<file path="src/rtl/assert_macros.svh">
// Assertion macros used by the graph walk datapath.
`ifndef ASSERT_MACROS_SVH
`define ASSERT_MACROS_SVH

// Checks a property on every rising clock edge outside of reset.
`define GBT_ASSERT(name, prop, msg) \
   name: assert property (@(posedge clock) disable iff (reset) prop) \
      else $error(msg);

// Checks that a condition never holds outside of reset.
`define GBT_ASSERT_NEVER(name, cond, msg) \
   `GBT_ASSERT(name, !(cond), msg)

`endif

</file>
<file path="src/rtl/gbt_pkg.sv">
// Shared constants, codes and control types of the graph walk block.
package gbt_pkg;

   // Sizes of the graph storage.
   localparam int MAX_VERTICES = 32;
   localparam int MAX_DEGREE   = 32;
   localparam int RESULT_CAP   = 32;

   localparam int VERTEX_W  = $clog2(MAX_VERTICES);
   localparam int DIDX_W    = $clog2(MAX_DEGREE);
   localparam int DEG_W     = $clog2(MAX_DEGREE + 1);
   localparam int CNT_W     = $clog2(MAX_VERTICES + 1);
   localparam int RCNT_W    = $clog2(RESULT_CAP + 1);
   localparam int ADDR_W    = VERTEX_W + DIDX_W;
   localparam int MEM_DEPTH = MAX_VERTICES * MAX_DEGREE;

   // Field widths of the channel words.
   localparam int OPCODE_W = 2;
   localparam int STATUS_W = 2;
   localparam int NV_W     = 6;

   localparam logic [NV_W-1:0] NV_RESET = 6'd26;

   // Operation codes.
   localparam logic [OPCODE_W-1:0] OP_ADD_EDGE = 2'd0;
   localparam logic [OPCODE_W-1:0] OP_CLEAR    = 2'd1;
   localparam logic [OPCODE_W-1:0] OP_BFS      = 2'd2;
   localparam logic [OPCODE_W-1:0] OP_DFS      = 2'd3;

   // Result status codes.
   localparam logic [STATUS_W-1:0] ST_OK    = 2'd0;
   localparam logic [STATUS_W-1:0] ST_RANGE = 2'd1;
   localparam logic [STATUS_W-1:0] ST_FULL  = 2'd2;

   // Commands from the controller to the datapath.
   typedef struct packed {
      logic                take_req;
      logic                do_add;
      logic                do_clear;
      logic                walk_init;
      logic                next_bfs;
      logic                scan_start_dfs;
      logic                scan_run;
      logic                bfs_check;
      logic                dfs_push;
      logic                dfs_pop;
      logic                emit;
      logic                emit_pend;
      logic                emit_last;
      logic [STATUS_W-1:0] emit_status;
   } gbt_cmd_type;

   // Status from the datapath to the controller.
   typedef struct packed {
      logic [OPCODE_W-1:0] op;
      logic                bad_edge;
      logic                list_full;
      logic                bad_start;
      logic                out_free;
      logic                loop_more;
      logic                pend_v;
      logic                scan_done;
      logic                chk_fresh;
      logic                can_push;
   } gbt_stat_type;

endpackage

</file>
<file path="src/rtl/gbt_ctrl.sv">
// Controller state machine that sequences edge updates and graph walks.

module gbt_ctrl (
   input  logic                   clock,
   input  logic                   reset,
   input  logic                   req_valid,
   output logic                   req_ready,
   input  gbt_pkg::gbt_stat_type  stat,
   output gbt_pkg::gbt_cmd_type   cmd
);

   localparam logic [2:0] S_IDLE   = 3'd0;
   localparam logic [2:0] S_DECODE = 3'd1;
   localparam logic [2:0] S_NEXT   = 3'd2;
   localparam logic [2:0] S_SCAN   = 3'd3;
   localparam logic [2:0] S_PUSH   = 3'd4;
   localparam logic [2:0] S_FINAL  = 3'd5;

   logic [2:0] state_ff, state_in;
   logic       is_dfs;

   assign req_ready = (state_ff == S_IDLE);
   assign is_dfs    = (stat.op == gbt_pkg::OP_DFS);

   // Next state and commands.
   always_comb begin
      state_in = state_ff;
      cmd      = '0;

      unique case (state_ff)
         S_IDLE: begin
            if (req_valid) begin
               cmd.take_req = 1'b1;
               state_in     = S_DECODE;
            end
         end

         S_DECODE: begin
            unique case (stat.op)
               gbt_pkg::OP_ADD_EDGE: begin
                  if (stat.out_free) begin
                     cmd.emit      = 1'b1;
                     cmd.emit_last = 1'b1;
                     if (stat.bad_edge) begin
                        cmd.emit_status = gbt_pkg::ST_RANGE;
                     end else if (stat.list_full) begin
                        cmd.emit_status = gbt_pkg::ST_FULL;
                     end else begin
                        cmd.emit_status = gbt_pkg::ST_OK;
                        cmd.do_add      = 1'b1;
                     end
                     state_in = S_IDLE;
                  end
               end
               gbt_pkg::OP_CLEAR: begin
                  if (stat.out_free) begin
                     cmd.emit        = 1'b1;
                     cmd.emit_last   = 1'b1;
                     cmd.emit_status = gbt_pkg::ST_OK;
                     cmd.do_clear    = 1'b1;
                     state_in        = S_IDLE;
                  end
               end
               gbt_pkg::OP_BFS, gbt_pkg::OP_DFS: begin
                  if (!stat.bad_start) begin
                     cmd.walk_init = 1'b1;
                     state_in      = S_NEXT;
                  end else if (stat.out_free) begin
                     cmd.emit        = 1'b1;
                     cmd.emit_last   = 1'b1;
                     cmd.emit_status = gbt_pkg::ST_RANGE;
                     state_in        = S_IDLE;
                  end
               end
            endcase
         end

         // Pick the next vertex to expand, or finish the walk.
         S_NEXT: begin
            if (!stat.loop_more) begin
               state_in = S_FINAL;
            end else if (is_dfs) begin
               cmd.scan_start_dfs = 1'b1;
               state_in           = S_SCAN;
            end else if (!stat.pend_v || stat.out_free) begin
               cmd.next_bfs    = 1'b1;
               cmd.emit        = stat.pend_v;
               cmd.emit_pend   = 1'b1;
               cmd.emit_status = gbt_pkg::ST_OK;
               state_in        = S_SCAN;
            end
         end

         // Read the neighbor list, one entry a cycle until a depth-first scan finds a fresh neighbor.
         S_SCAN: begin
            if (is_dfs) begin
               if (stat.chk_fresh) begin
                  state_in = S_PUSH;
               end else if (stat.scan_done) begin
                  cmd.dfs_pop = 1'b1;
                  state_in    = S_NEXT;
               end else begin
                  cmd.scan_run = 1'b1;
               end
            end else begin
               cmd.scan_run  = 1'b1;
               cmd.bfs_check = 1'b1;
               if (stat.scan_done) begin
                  state_in = S_NEXT;
               end
            end
         end

         // Push the found neighbor and emit the vertex before it, or pop when the stack is full.
         S_PUSH: begin
            if (!stat.can_push) begin
               cmd.dfs_pop = 1'b1;
               state_in    = S_NEXT;
            end else if (stat.out_free) begin
               cmd.dfs_push    = 1'b1;
               cmd.emit        = 1'b1;
               cmd.emit_pend   = 1'b1;
               cmd.emit_status = gbt_pkg::ST_OK;
               state_in        = S_NEXT;
            end
         end

         // The held vertex is the final word of the walk.
         S_FINAL: begin
            if (stat.out_free) begin
               cmd.emit        = 1'b1;
               cmd.emit_pend   = 1'b1;
               cmd.emit_last   = 1'b1;
               cmd.emit_status = gbt_pkg::ST_OK;
               state_in        = S_IDLE;
            end
         end

         default: begin
            state_in = S_IDLE;
         end
      endcase
   end

   // State register.
   always_ff @(posedge clock) begin
      if (reset) begin
         state_ff <= S_IDLE;
      end else begin
         state_ff <= state_in;
      end
   end

endmodule

</file>
<file path="config.mk">
export PLATFORM = sky130hd
export DESIGN_NAME = gbt_ctrl
export DESIGN_NICKNAME = d
export VERILOG_FILES = /design/src/rtl/assert_macros.svh /design/src/rtl/gbt_pkg.sv /design/src/rtl/gbt_ctrl.sv
export SDC_FILE = /design/constraint.sdc
export NUM_CORES = 1
export LEC_CHECK = 0
export BUFFER_PORTS_ARGS = -buffer_cell sky130_fd_sc_hd__buf_2
export CORE_AREA = 2 2 39 41
export CTS_BUF_LIST = sky130_fd_sc_hd__clkbuf_2 sky130_fd_sc_hd__clkbuf_4 sky130_fd_sc_hd__clkbuf_8
export DETAILED_ROUTE_END_ITERATION = 10
export DIE_AREA = 0 0 41 43
export PLACE_DENSITY_LB_ADDON = 0.08
export REMOVE_ABC_BUFFERS = 1
export SYNTH_ARGS = -nofsm -noshare
export SYNTH_HDL_FRONTEND = slang
export SYNTH_SLANG_ARGS = --single-unit
export TNS_END_PERCENT = 20
</file>
<file path="constraint.sdc">
create_clock -name clock -period 2.6 [get_ports clock]
set_input_delay 0.78 -clock clock [delete_from_list [all_inputs] [get_ports clock]]
set_output_delay 0.78 -clock clock [all_outputs]
set_load 0.005 [all_outputs]
</file>
Word-level counts from Yosys, hierarchy flattened
Cells that the tools add are included.
{"block": "classes", "addsub": 0, "multipliers": 0, "div": 0, "magnitude_cmp": 0, "n_eq_ne": 11, "n_shift": 0, "mux": 60, "n_bitwise": 0, "n_reduce_logical": 7}
{"cell": "2-to-1 mux 3 bit", "n": 16}
{"cell": "2-to-1 mux 1 bit", "n": 24}
{"cell": "2-to-1 mux 2 bit", "n": 10}
{"cell": "one-hot mux 3 bit (6 select lines)", "n": 1}
{"cell": "one-hot mux 3 bit (3 select lines)", "n": 1}
{"cell": "equality test 3 x 2 -> 1 bit (second input constant)", "n": 2}
{"cell": "equality test 3 bit (second input constant)", "n": 2}
{"cell": "one-hot mux 1 bit (2 select lines)", "n": 3}
{"cell": "one-hot mux 3 bit (2 select lines)", "n": 1}
{"cell": "2-to-1 mux 5 bit", "n": 1}
{"cell": "equality test 2 bit (second input constant)", "n": 2}
{"cell": "inequality test 4 bit (second input constant)", "n": 1}
{"cell": "one-hot mux 1 bit (4 select lines)", "n": 1}
{"cell": "one-hot mux 2 bit (2 select lines)", "n": 1}
{"cell": "OR reduction 2 bit", "n": 2}
{"cell": "equality test 3 x 1 -> 1 bit (second input constant)", "n": 1}
{"cell": "zero test 3 bit", "n": 1}
{"cell": "inequality test 3 bit (second input constant)", "n": 1}
{"cell": "one-hot mux 1 bit (3 select lines)", "n": 1}
{"cell": "AND reduction 3 bit", "n": 1}
{"cell": "equality test 2 x 1 -> 1 bit (second input constant)", "n": 1}
{"cell": "zero test 2 bit", "n": 1}
{"cell": "inequality test 2 bit (second input constant)", "n": 1}
{"cell": "zero test 1 bit", "n": 1}
{"cell": "logical OR 1 bit", "n": 1}
{"block": "totals", "reg_bits": 3, "latchBits": 0, "ram_bits": 0, "romBits": 0, "inputBits": 14, "out_inout_bits": 16, "memories": 0}

Depth between registers and ports, before layout
Gate-level depths: netlist of run 1.
{"block": "logic_depth", "ltp_word": 6, "depth_mapped": 5}

Worst setup path after synthesis of run 1
Ideal clock, no wire load.
{"block": "synth_timing", "kind": "input -> output", "start": "input port stat[4] (netlist name)", "end": "output port cmd[4] (netlist name)", "t_arrival_ns": 1.363, "required_time_ns": 1.820, "slack_ns": 0.457, "cell_stages": 4, "cell_sequence": "nand4bb_1 a21oi_2 nand2_1 a31oi_1"}
{"item": "start: declaration", "line_no": "gbt_ctrl.sv:8", "source": "input gbt_pkg::gbt_stat_type stat,"}
{"item": "end: declaration", "line_no": "gbt_ctrl.sv:9", "source": "output gbt_pkg::gbt_cmd_type cmd"}

==> run summary, run 1 <==
The flow ran to the end, and the final reports show no timing, DRC or antenna violations. The startpoint identified for the worst register-to-register timing path is state_ff[0]. The clock net in this run drives a total of 3 sinks. The global router's overall resource usage was 15.4%. Synthesis produced 67 cells. Setup violations remaining at the end of the flow were counted as 0. The number of antenna diodes in the final layout is 0.

The reg-to-reg critical path endpoint was state_ff[0]. Library cell with the largest summed area after synthesis: dfxtp_1. The buffers inserted during post-CTS setup optimization was 0. After detailed placement, the total cell area comes to 581 um^2. At the pin with the least slew margin, the transition time is 0.454 ns. The register with the most flip-flops in the layout has 3 of them. In this run the register-to-register setup slack is 1.16 ns.

Dividing the final minimum period by the clock period gives 92.8%. The final wirelength is 1270 um. Across all layers, the routed design uses 572 vias. Using the TritonRoute via totals, the vias-per-cell ratio works out to 5.06.

In the final layout, the registers with the most flip-flops are state_ff: 3 flops. Worst min-delay path class: in2reg. The number of buffers inserted by hold repair at cts came out at 0. The overall die width is 41 um. The detailed placer's ending HPWL came out at 984 um. The peak supply drop was 0.167 mV.

By count the netlist is led by 12 x nor2_1, 7 x nand2_1, 5 x a21oi_1. Entering global routing, the biggest net connects 15 pins. The top achievable clock speed was 0.414 GHz; the total DRC errors in the routed layout was 0.

The logs give 69.7% for the worst slew margin relative to its limit and 0 for the number of pins exceeding their max-slew limit in the final report. Registers take 60.1 um^2. After detailed routing, the average wire length per cell comes to 11.2 um. The clock passes through at most 2 buffers. In this run, synthesis inferred 0 flip-flops with an integrated enable. Detailed-routing iteration count for the pre-antenna-repair pass: 2. The count of nets left with antenna violations once routing finished came out at 0.

For the setup clock skew after layout, the log shows 0.000387 ns. The most common cell in the synthesized netlist is nor2_1. The share of the Yosys chip area taken by registers is 13.8%. Of all nets on the critical path, the largest fanout is 4. During I/O placement, the number of pins put on the boundary was 30. The first global-routing pass estimated 1970 um of wire.

After the first detailed-routing iteration, the DRC count stood at 8. The die covers 0.00176 mm^2. For the total grt overflow, the log shows 0. The top cell type's share of synthesized area was 13.8%. Root cell of the clock tree: clkbuf_4.

The clock-pin transition on the worst setup and hold timing paths is 0.04 ns, and the design area is 611 um^2. The region available for standard cell placement spans 0.00138 mm^2. TritonCTS built the clock tree. The worst setup path is captured at a primary output. In the post-synthesis netlist, the biggest area contributors are dfxtp_1 14%, nor2_1 10%, nand2_1 6.0%, a21oi_1 5.7%, nor3_1 4.6%. For the finished layout, the period the worst path requires is 2.41 ns. For the yosys synthesis warning count, the log shows 0. The worst setup path is launched from an input port. The worst-skew pair later-pin latency is 0.23 ns, and the proportion of synthesized flip-flops having asynchronous set or reset is 0%. Counting the fill cells in the layout gives 157. For the number of rows in the core area, the log shows 14. The number of cells on the worst reg-to-reg path is 4. The number of I/O port buffers was 29; the initial antenna violation count was 0.

In the final layout, the share of cells above drive strength 1 is 38.1%. The mapped netlist covers 435 um^2. Counting the buffers created by CTS gives 3. Across the run, the number of max-cap violations was 0. The congestion estimate from routability-driven global placement came to 0.730.

The critical path is of the in2out type. The tools report the starting density of the core as 31.5%. The data required time of the worst path was 1.82 ns. Counting instances, the worst hold path has a depth of 2. Worst hold path endpoint: state_ff[2]. The register bit total from synthesis was 3; the final setup TNS was 0 ns. The via count of the first global-routing pass is 471, and the number of gates resized after CTS is 0. In this run the most critical hold path is launched from reset. The total count of hold-check failures in the final report is 0. Yosys mapped the design onto 31 distinct sky130hd cell types.

Setup repair after global routing left no endpoint under its margin. The multi-input combinational cells in the finished layout cover a total of 344 um^2. For this design the static power due to leakage is 0.300 nW. After the last flow step, the layout net total stands at 112. Each instance of the synthesized netlist takes up on average 6.50 um^2. The most used flip-flop cell after synthesis is dfxtp_1. More flip-flops sit in one register than any other, and that register is state_ff.

Measured along the y axis, the die boundary spans 43 um. The power density relative to cell area is 333 mW/mm^2, and the synthesis-to-finish area growth is 40.2%. The H-tree depth reported by CTS is 1, and the worst endpoint data arrival time is 1.63 ns.
how the worst max path moves through the flow:
stage / cells after the start / from / slack (ns) / end
6_report: 6 / stat[4] / 0.19 / cmd[4]
5_1_grt: 5 / state_ff[0] / 0.09 / cmd[4]
4_1_cts: 6 / stat[4] / 0.20 / cmd[4]
3_5_place_dp: 6 / stat[4] / 0.20 / cmd[4]
3_3_place_gp: 6 / stat[4] / 0.21 / cmd[4]
2_1_floorplan: 4 / stat[4] / 0.46 / cmd[4]
layout by cell type (no fill, tap or decap):
master / n
a211oi_2: 1
a21oi_1: 5
a21oi_2: 1
a31o_1: 1
a31oi_1: 2
a32oi_1: 1
and2_1: 2
and2b_1: 1
and3_1: 1
and3b_1: 1
buf_2: 29
clkbuf_4: 4
dfxtp_1: 3
inv_1: 3
nand2_1: 7
nand2b_1: 3
nand3_1: 1
nand3b_1: 1
nand3b_2: 1
nand4bb_1: 1
nor2_1: 12
nor2b_1: 1
nor3_1: 4
nor3_2: 1
nor3b_1: 2
nor4b_1: 1
o21ai_1: 3
o21bai_1: 1
o221a_1: 1
o31ai_1: 1
or2_1: 1
power breakdown:
part,leakage [nW],internal (mW),switching [mW],total [mW]
Clock,0.0184,0.0679,0.0238,0.0916
Sequential,0.0245,0.0486,0.00784,0.0564
Combinational,0.257,0.0270,0.0284,0.0553
Total,0.300,0.143,0.0599,0.203
metrics by stage:
| stage | cells | total power, mW | worst slack, ns | utilization (%) | hold WS [ns] |
|---|---|---|---|---|---|
| final | 113 | 0.203 | 0.187 | 44.1 | 0.713 |
| after global routing | 113 | 0.220 | 0.0910 | 44.1 | 0.718 |
| after CTS | 113 | 0.207 | 0.196 | 44.1 | 0.710 |
| after detailed placement | 109 | 0.113 | 0.197 | 42.0 | 0.791 |
| after global placement | 109 | 0.113 | 0.210 | 42.0 | 0.806 |
| after floorplan | 64 | 0.0834 | 0.455 | - | 0.676 |
critical path, cell delays in order:
cell and delay (ns):
buf_2 0.09, nand4bb_1 0.19, a21oi_2 0.22, nand2_1 0.07
a31oi_1 0.15, buf_2 0.13
per-layer routing:
| metal | track usage (%) | routed length, um | up-vias |
|---|---|---|---|
| li1 | - | - | 298 |
| met1 | 22.1 | 622 | 256 |
| met2 | 23.8 | 574 | 18 |
| met3 | 3.14 | 71 | 0 |
| met4 | 2.00 | 0 | 0 |
| met5 | 0 | 0 | - |
cells by family (layout without fill, tap and decap cells):
logic type	Yosys count	count (layout)	synth area share, %
simple gates	41	41	52.0
compound gates	17	17	27.0
flops	3	3	13.8
buf+inv	6	36	7.18
final cells by class:
type	count	area share (%)
Multi-Input combinational cell	58	56.4
Timing Repair Buffer	29	23.8
Sequential cell	3	9.84
Clock buffer	4	4.92
Tap cell	16	3.28
Inverter	3	1.84
No activity file was read; power rests on OpenSTA's default activity.
==> run 2: changes to the inputs <==
--- a/config.mk
+++ b/config.mk
@@ -5,6 +5,7 @@
 export SDC_FILE = /design/constraint.sdc
 export NUM_CORES = 1
 export LEC_CHECK = 0
+export ABC_AREA = 1
 export BUFFER_PORTS_ARGS = -buffer_cell sky130_fd_sc_hd__buf_2
 export CORE_AREA = 2 2 39 41
 export CTS_BUF_LIST = sky130_fd_sc_hd__clkbuf_2 sky130_fd_sc_hd__clkbuf_4 sky130_fd_sc_hd__clkbuf_8
==> run 2 against run 1 <==
Core utilization is 4.2 points higher; design area is 9.6% higher; synthesized cell count is 30% higher; non-clock buffer count is 1 higher; hold slack worse by 0.055 ns; via count is 9.6% higher; clock skew hardly changed; combinational power is 15% higher; largest power group unchanged.
==> run summary, run 2 <==
The average routed wire per standard cell is 9.28 um. In the global route stage, overall resource usage came out at 16.8%. The peak supply drop was 0.220 mV; the measured slew at the worst slew-check pin was 0.321 ns.

The signal on the critical path passes through buf_2 > or2_2 > nor4b_1 > buf_2. For the worst setup path, the data arrival time is 1.67 ns. In this design, the stage delay of the slowest critical-path cell is 0.30 ns.

For the initial detailed-routing violation count, the log shows 18. inv_1 takes more of the synthesized area than any other cell. Of the cells placed in the final design, the portion with a size suffix greater than 1 is 38.7%. Ranked by flip-flop count, first place goes to state_ff. Setup total negative slack on the finished layout was measured at 0 ns. The net count of the finished layout was 134; the power density relative to cell area was 310 mW/mm^2. The XOR/XNOR share of the synthesized area is 0%. The synthesis-to-finish area growth came out at 37.9%. Of the total power, combinational logic draws 30.6%. The average vias per placed instance works out to 4.64. The critical path is of the in2out type.

Measured along the y axis, the die boundary spans 43 um. Register bit total from synthesis: 3. The number of flip-flops under the largest register name is 3. At the worst endpoint, the required time is 1.82 ns.

In this run the power spent charging and discharging nets is 64.4 uW. In this run switching power makes up 31.1% of total power. Hold timing on the final database bottoms out at a slack of 0.658 ns. The top cell type's share of synthesized area works out to 13.9%.

After clock tree synthesis, the flow added hold-fix buffers numbering 0. The design internal power is 143 uW, and the clock share of power is 43.9%. Setup violations remaining at the end of the flow were counted as 0. On the final layout, the worst clock skew is 0.000340 ns. In the synthesized netlist, the number of instances is 87. In the post-synthesis netlist, the biggest area contributors are inv_1 14%, dfxtp_1 12%, nor2_1 12%, nand2_1 10%, nand3_1 9.3%. Yosys synthesis warning count: 0.

For the sequential share of power, the log shows 25.5%. The clock period minus worst slack is 2.45 ns, and the top achievable clock speed is 0.408 GHz. In this run the critical register-to-register path is launched from state_ff[1].

The synthesized netlist devotes 0% of its cell area to adder and majority cells. The TritonCTS buffer count came out at 3. The logs give 0.23 ns for the worst-skew pair later-pin latency and 0.00138 mm^2 for the area of the core. Yosys mapped a number of flops with a built-in enable equal to 0. The logs give 0 for the initial antenna violation count and 0 for the total grt overflow. The worst setup path is captured at a primary output. Maximum fanout along the worst path: 6. Among all stages on the critical path, the largest delay is contributed by or2_2. Clock-pin slew was measured on the worst setup and hold paths at 0.04 ns.

The largest registers in the layout are state_ff: 3 flops. The longest clock path from root to sink contains 2 buffers. The final wirelength was 1250 um; the via total after detailed routing was 627.

In this run the static leakage power is 0.377 nW. Gates resized during post-CTS repair numbered 0. Port buffering added 29 buffers. TritonCTS built the clock tree.

After Yosys synthesis, and, or, nand and nor cells account for 55.9% of the synthesized area. The number of rows in the core area came out at 14. Counting both buffers and inverters, the worst setup path holds a total of 2. In this run the most critical hold path is launched from state_ff[2]. The tools report the H-tree depth reported by CTS as 1. Sequential fraction of the synthesis area: 12.4%. The critical path's most frequent cell is buf_2. The average size of a mapped cell was 5.58 um^2. The number of pins exceeding their max-slew limit in the final report came out at 0. The mux share of post-synthesis cell area is 0%. Among cell families on the critical path, the largest total delay comes from simple AND/OR/NAND/NOR gates. Buffers added to address setup during post-CTS repair amount to 0. The via count of the first global-routing pass was 527.

The fill cell total of the finished layout is 168. The min-delay analysis places its worst path in the category reg2reg. The die is 41 um wide. The starting density of the core is 35.1%. The proportion of synthesized flip-flops having asynchronous set or reset is 0%, and the pin count of the biggest net entering global routing is 10. Type of origin of the critical path: an input port.

The wire length of the first global-routing pass is 2010 um. CTS placed an instance of clkbuf_4 at the clock tree root. The worst path uses 94.2% of the clock period. In the synthesized netlist the dominant register cell turns out to be dfxtp_1. Leaving out fill and tap cells, the most frequent cells in the layout are 29 x buf_2, 18 x inv_1, 16 x nor2_1, 13 x nand2_1, 9 x nand3_1.

The commonest non-fill, non-tap cell in the layout was buf_2. The detailed placer's ending HPWL is 1090 um. The flow ran to the end, and the final reports show no timing, DRC or antenna violations.

By area, the combinational part of the netlist is dominated by simple AND/OR/NAND/NOR gates. The area fraction in compound gates after synthesis works out to 13.9%. Counting instances in the post-synthesis netlist gives the leading cell types as 18 x inv_1, 16 x nor2_1, 13 x nand2_1.

The repair_antennas step left the layout with diodes totalling 0. Setup repair after global routing left no endpoint under its margin. At the end of routability-driven placement, the weighted congestion stood at 0.838. For this design the top-level I/O count stands at 30. The number of sinks driven by the clock tree is 3. For this run, design rule violations remaining after detail routing come to 0.

The pre-antenna-repair detailed-routing pass consisted of 4 iterations. The run gives 0 as the remaining number of nets flagged by the antenna check after routing. Across the run, the number of max-cap violations was 0.

The count of distinct cell types in the synthesized netlist is 24. The total count of hold-check failures in the final report was 0. The area of the mapped netlist was 485 um^2.

The tools report the launching instance or port of the critical path as stat[10]. The design draws 207 uW. The leading cell type by number of instances after synthesis was inv_1. The floorplan step defined a die boundary enclosing 0.00176 mm^2.

The worst pin sits at a relative slew slack of 78.5%.
run 2: changes by cell type after synthesis, moves of 3 or more:
cell	before	now
nor2_2	0	4
nand2b_1	3	0
nor2_1	12	16
inv_1	3	18
nor3_1	4	1
nand2_1	7	13
nand3_1	1	9
run 2: metal layers:
| metal | vias up | share of wire, % | GRT usage, % |
|---|---|---|---|
| met2 | 12 | 51 | 26.9 |
| met4 | 0 | 0 | 8.00 |
| met3 | 0 | 3.4 | 3.14 |
| li1 | 342 | - | - |
| met5 | - | 0 | 0 |
| met1 | 273 | 45 | 20.3 |
run 2: worst paths after layout:
kind / endpoint / slack (ns) / cells past startpoint
max: cmd[1] / 0.15 / 4
min: state_ff[2] / 0.66 / 2
max reg2reg: state_ff[1] / 1.36 / 7
min reg2reg: state_ff[2] / 0.66 / 2
run 2: cell type report:
| class | count | area (um^2) | area share, % |
|---|---|---|---|
| multi-input combinational | 64 | 339 | 50.7 |
| sequential | 3 | 60.1 | 8.97 |
| inverter | 18 | 67.6 | 10.1 |
| timing repair buffer | 30 | 153 | 22.8 |
| clock buffer | 4 | 30.0 | 4.49 |
| tap | 16 | 20.0 | 2.99 |
run 2: cell families (layout without fill, tap and decap cells):
kind of cell	count (synthesis)	in the layout
simple gates	54	54
compound gates	10	10
buf+inv	20	52
flops	3	3
run 2: worst min-delay path, stage by stage (launching register included):
cell,delay (ns)
dfxtp_1,0.38
nand3_1,0.15
a21oi_1,0.07
run 2: power by group through the flow:
| stage | Sequential (mW) | Combinational, mW | Clock [mW] |
|---|---|---|---|
| 2_1_floorplan | 0.0528 | 0.0356 | 0 |
| 6_report | 0.0528 | 0.0634 | 0.0910 |
| 3_5_place_dp | 0.0536 | 0.0638 | 0 |
| 4_1_cts | 0.0529 | 0.0642 | 0.0955 |
| 5_1_grt | 0.0532 | 0.0734 | 0.0995 |
| 3_3_place_gp | 0.0537 | 0.0633 | 0 |
run 2: through the flow:
| step | util, % | std cells | setup WS, ns | area (um^2) |
|---|---|---|---|---|
| final | 48.4 | 135 | 0.151 | 669 |
| after global routing | 48.4 | 135 | 0.0412 | 669 |
| after global placement | 46.2 | 131 | 0.183 | 639 |
| after CTS | 48.4 | 135 | 0.136 | 669 |
| after floorplan | - | 85 | 0.403 | 467 |
| after detailed placement | 46.2 | 131 | 0.135 | 639 |
==> run 3: changes to the inputs <==
==> constraint.sdc (replaced) <==
create_clock -name clock -period 3.2 [get_ports clock]
set_input_delay 0.96 -clock clock [delete_from_list [all_inputs] [get_ports clock]]
set_output_delay 0.96 -clock clock [all_outputs]
set_load 0.005 [all_outputs]
==> run 3 against run 2 <==
Combinational power down 20%; via count increased by 0.48%; core utilization down 0.54 points; hold slack worse by 0.0073 ns; die area is the same; critical path type unchanged; critical endpoint unchanged.
==> run summary, run 3 (synthesized netlist as in run 2, its figures left out) <==
Setup repair after global routing left no endpoint under its margin. For the total count of hold-check failures in the final report, the log shows 0. The run finished with clean final reports.

For this block, the routed nets add up to 1280 um of wire. The initial antenna violation count was 0. Dividing the final minimum period by the clock period gives 88.9%. Entering global routing, the biggest net connects 10 pins. The busiest layer in global routing is met2. The run gives 133 as the net count of the finished layout. The number of pins exceeding their max-slew limit in the final report is 0. The later pin in the worst-skew pair is clocked with a latency of 0.23 ns. The final antenna diode count is 0, and the fraction of layout cells with a size suffix above 1 is 38.1%.

The number of cells on the worst reg-to-reg path is 7. The tools report the fill cell total of the finished layout as 168. The count of buffers added on input and output ports is 29. The first global-routing pass estimated 1930 um of wire. The number of clock buffers added by TritonCTS is 3. The worst min-delay path class is reg2reg. Global router's overall resource usage: 15.6%.

Total power for the finished layout comes to 169 uW. The run gives 0 as the total grt overflow. The run gives 0 as the number of max-cap violations. In this run, placement finished with an instance count of 130.

The power density relative to cell area was 255 mW/mm^2; the number of rows in the core area was 14. The highest-delay cell along the critical path is nor4b_1. The floorplan step defined a core boundary enclosing 0.00138 mm^2. The H-tree depth reported by CTS came out at 1.

For this design the total switching power over the nets is 53.3 uW. The placed instances occupy a cell area of 632 um^2. The number of flip-flops under the largest register name was 3; the setup clock skew after layout was 0.000739 ns. The run gives 44.2% as the clock share of power. The logs give 77.9% for the worst slew margin relative to its limit and 0 ns for the final setup TNS. The height of the die is 43 um. The tools report the storage element area as 60.1 um^2. The worst hold path passes through 2 cells. For the leakage power, the log shows 0.372 nW. For this run, global-route usage on met2 was measured as 25.6%. The kind of cell adding the most delay to the critical path is simple AND/OR/NAND/NOR gates.

For the via total after detailed routing, the log shows 630. STA puts the critical path data required time at 2.24 ns. The smallest clock period supported by the final layout is computed as 2.85 ns. The buffers inserted during post-CTS setup optimization is 0. Design area: 662 um^2. Setup violations remaining at the end of the flow were counted as 0. The final standard cell count with taps included and fillers excluded was 134; the average routed wire per standard cell was 9.53 um. For the pin with the worst max-slew slack, the measured transition is 0.331 ns. Data arrives at the worst endpoint at 1.89 ns.

For this design, the CTS-stage hold fixing added 0 buffers. The design internal power was 115 uW. The tools report the total I/O pin count as 30. The pre-antenna-repair detailed-routing pass consisted of 4 iterations. The register with the most flip-flops is state_ff. Timing would allow up to 0.351 GHz. The die covers 0.00176 mm^2. Along the worst path, the maximum fanout reaches 8. TritonCTS built the clock tree. CTS saw 3 sinks. In the layout the commonest cells are 29 x buf_2, 18 x inv_1, 16 x nor2_1, 13 x nand2_1, 9 x nand3_1. The tools report the type of origin of the critical path as an input port. The overall die width is 41 um, and the remaining number of nets flagged by the antenna check after routing is 0. The initial detailed-routing violation count was 6. The fraction of power spent switching nets was 31.6%; the clock-pin transition on the worst setup and hold timing paths was 0.04 ns. In the routed layout, each cell is associated on average with a via count of 4.70. The clock tree buffer depth is 2, and the synthesis-to-finish area growth is 36.3%. The type of element capturing the critical path is a primary output. The run gives 0.839 as the final estimated routing congestion in global placement. The critical path goes through buf_2 > inv_1 > or2_1 > nor4b_1 > buf_2.

For this run, global-route usage on met1 was measured as 19.7%. The tools report the starting density of the core as 35.1%. The critical path contains buffers and inverters numbering 3 combined. Counting buffers and inverters, the worst setup path is 5 cells deep. The detailed placer's ending HPWL came out at 1100 um.

In this run the clock root is driven by a clkbuf_4. In the global route stage, met3 resource usage came out at 0%. Measured on the finished design, the core utilization comes to 47.8%. The run gives 25.6% as the sequential share of power.

Once the clock tree was built, the resizer swapped 0 gates to a different size. The peak supply drop was 0.169 mV. Commonest non-fill, non-tap cell in the layout: buf_2. The via count of the first global-routing pass was 518; the area used by multi-input combinational logic was 339 um^2. By instance count, the cell type seen most on the critical path is buf_2. The delay of the slowest critical-path stage works out to 0.27 ns.

The largest registers in the layout are state_ff: 3 flops. In this run, the combinational gates consume 30.2% of the power. The classification of the worst setup path was in2out.

The tools report the total DRC errors in the routed layout as 0.
run 3: worst min-delay path: cells and delay by family (launching register included):
family	cells	cell delay, ns
DFF	1	0.38
AOI/OAI and AO/OA	1	0.07
and+or+nand+nor	1	0.15
run 3: per-stage QoR:
step | setup WS, ns | hold slack, ns
6_report | 0.354 | 0.651
5_1_grt | 0.310 | 0.686
4_1_cts | 0.363 | 0.644
3_5_place_dp | 0.366 | 0.638
3_3_place_gp | 0.423 | 0.647
2_1_floorplan | 0.643 | 0.584
run 3: cell type report:
type	instances	share of cell area (%)
Multi-Input combinational cell	64	51.2
Timing Repair Buffer	29	21.9
Inverter	18	10.2
Sequential cell	3	9.07
Clock buffer	4	4.54
Tap cell	16	3.02
run 3: worst paths after layout:
| path | start | end | slack, ns |
|---|---|---|---|
| setup reg to reg | state_ff[1] | state_ff[2] | 1.98 |
| setup / recovery | stat[5] | cmd[1] | 0.35 |
| hold reg to reg | state_ff[2] | state_ff[2] | 0.65 |
| hold / removal | state_ff[2] | state_ff[2] | 0.65 |
run 3: routing by layer:
metal / up-vias / wire length [um] / part of all wire, %
met3: 0 / 55 / 4.3
met1: 275 / 570 / 45
li1: 339 / - / -
met2: 16 / 651 / 51
met5: - / 0 / 0
met4: 0 / 0 / 0
run 3: power by group through the flow:
stage / registers, mW / logic, mW / clock network (mW)
floorplan: 0.0429 / 0.0289 / 0
global placement: 0.0436 / 0.0508 / 0
detailed placement: 0.0437 / 0.0513 / 0
CTS: 0.0430 / 0.0517 / 0.0783
global route: 0.0434 / 0.0580 / 0.0797
finish: 0.0431 / 0.0509 / 0.0745
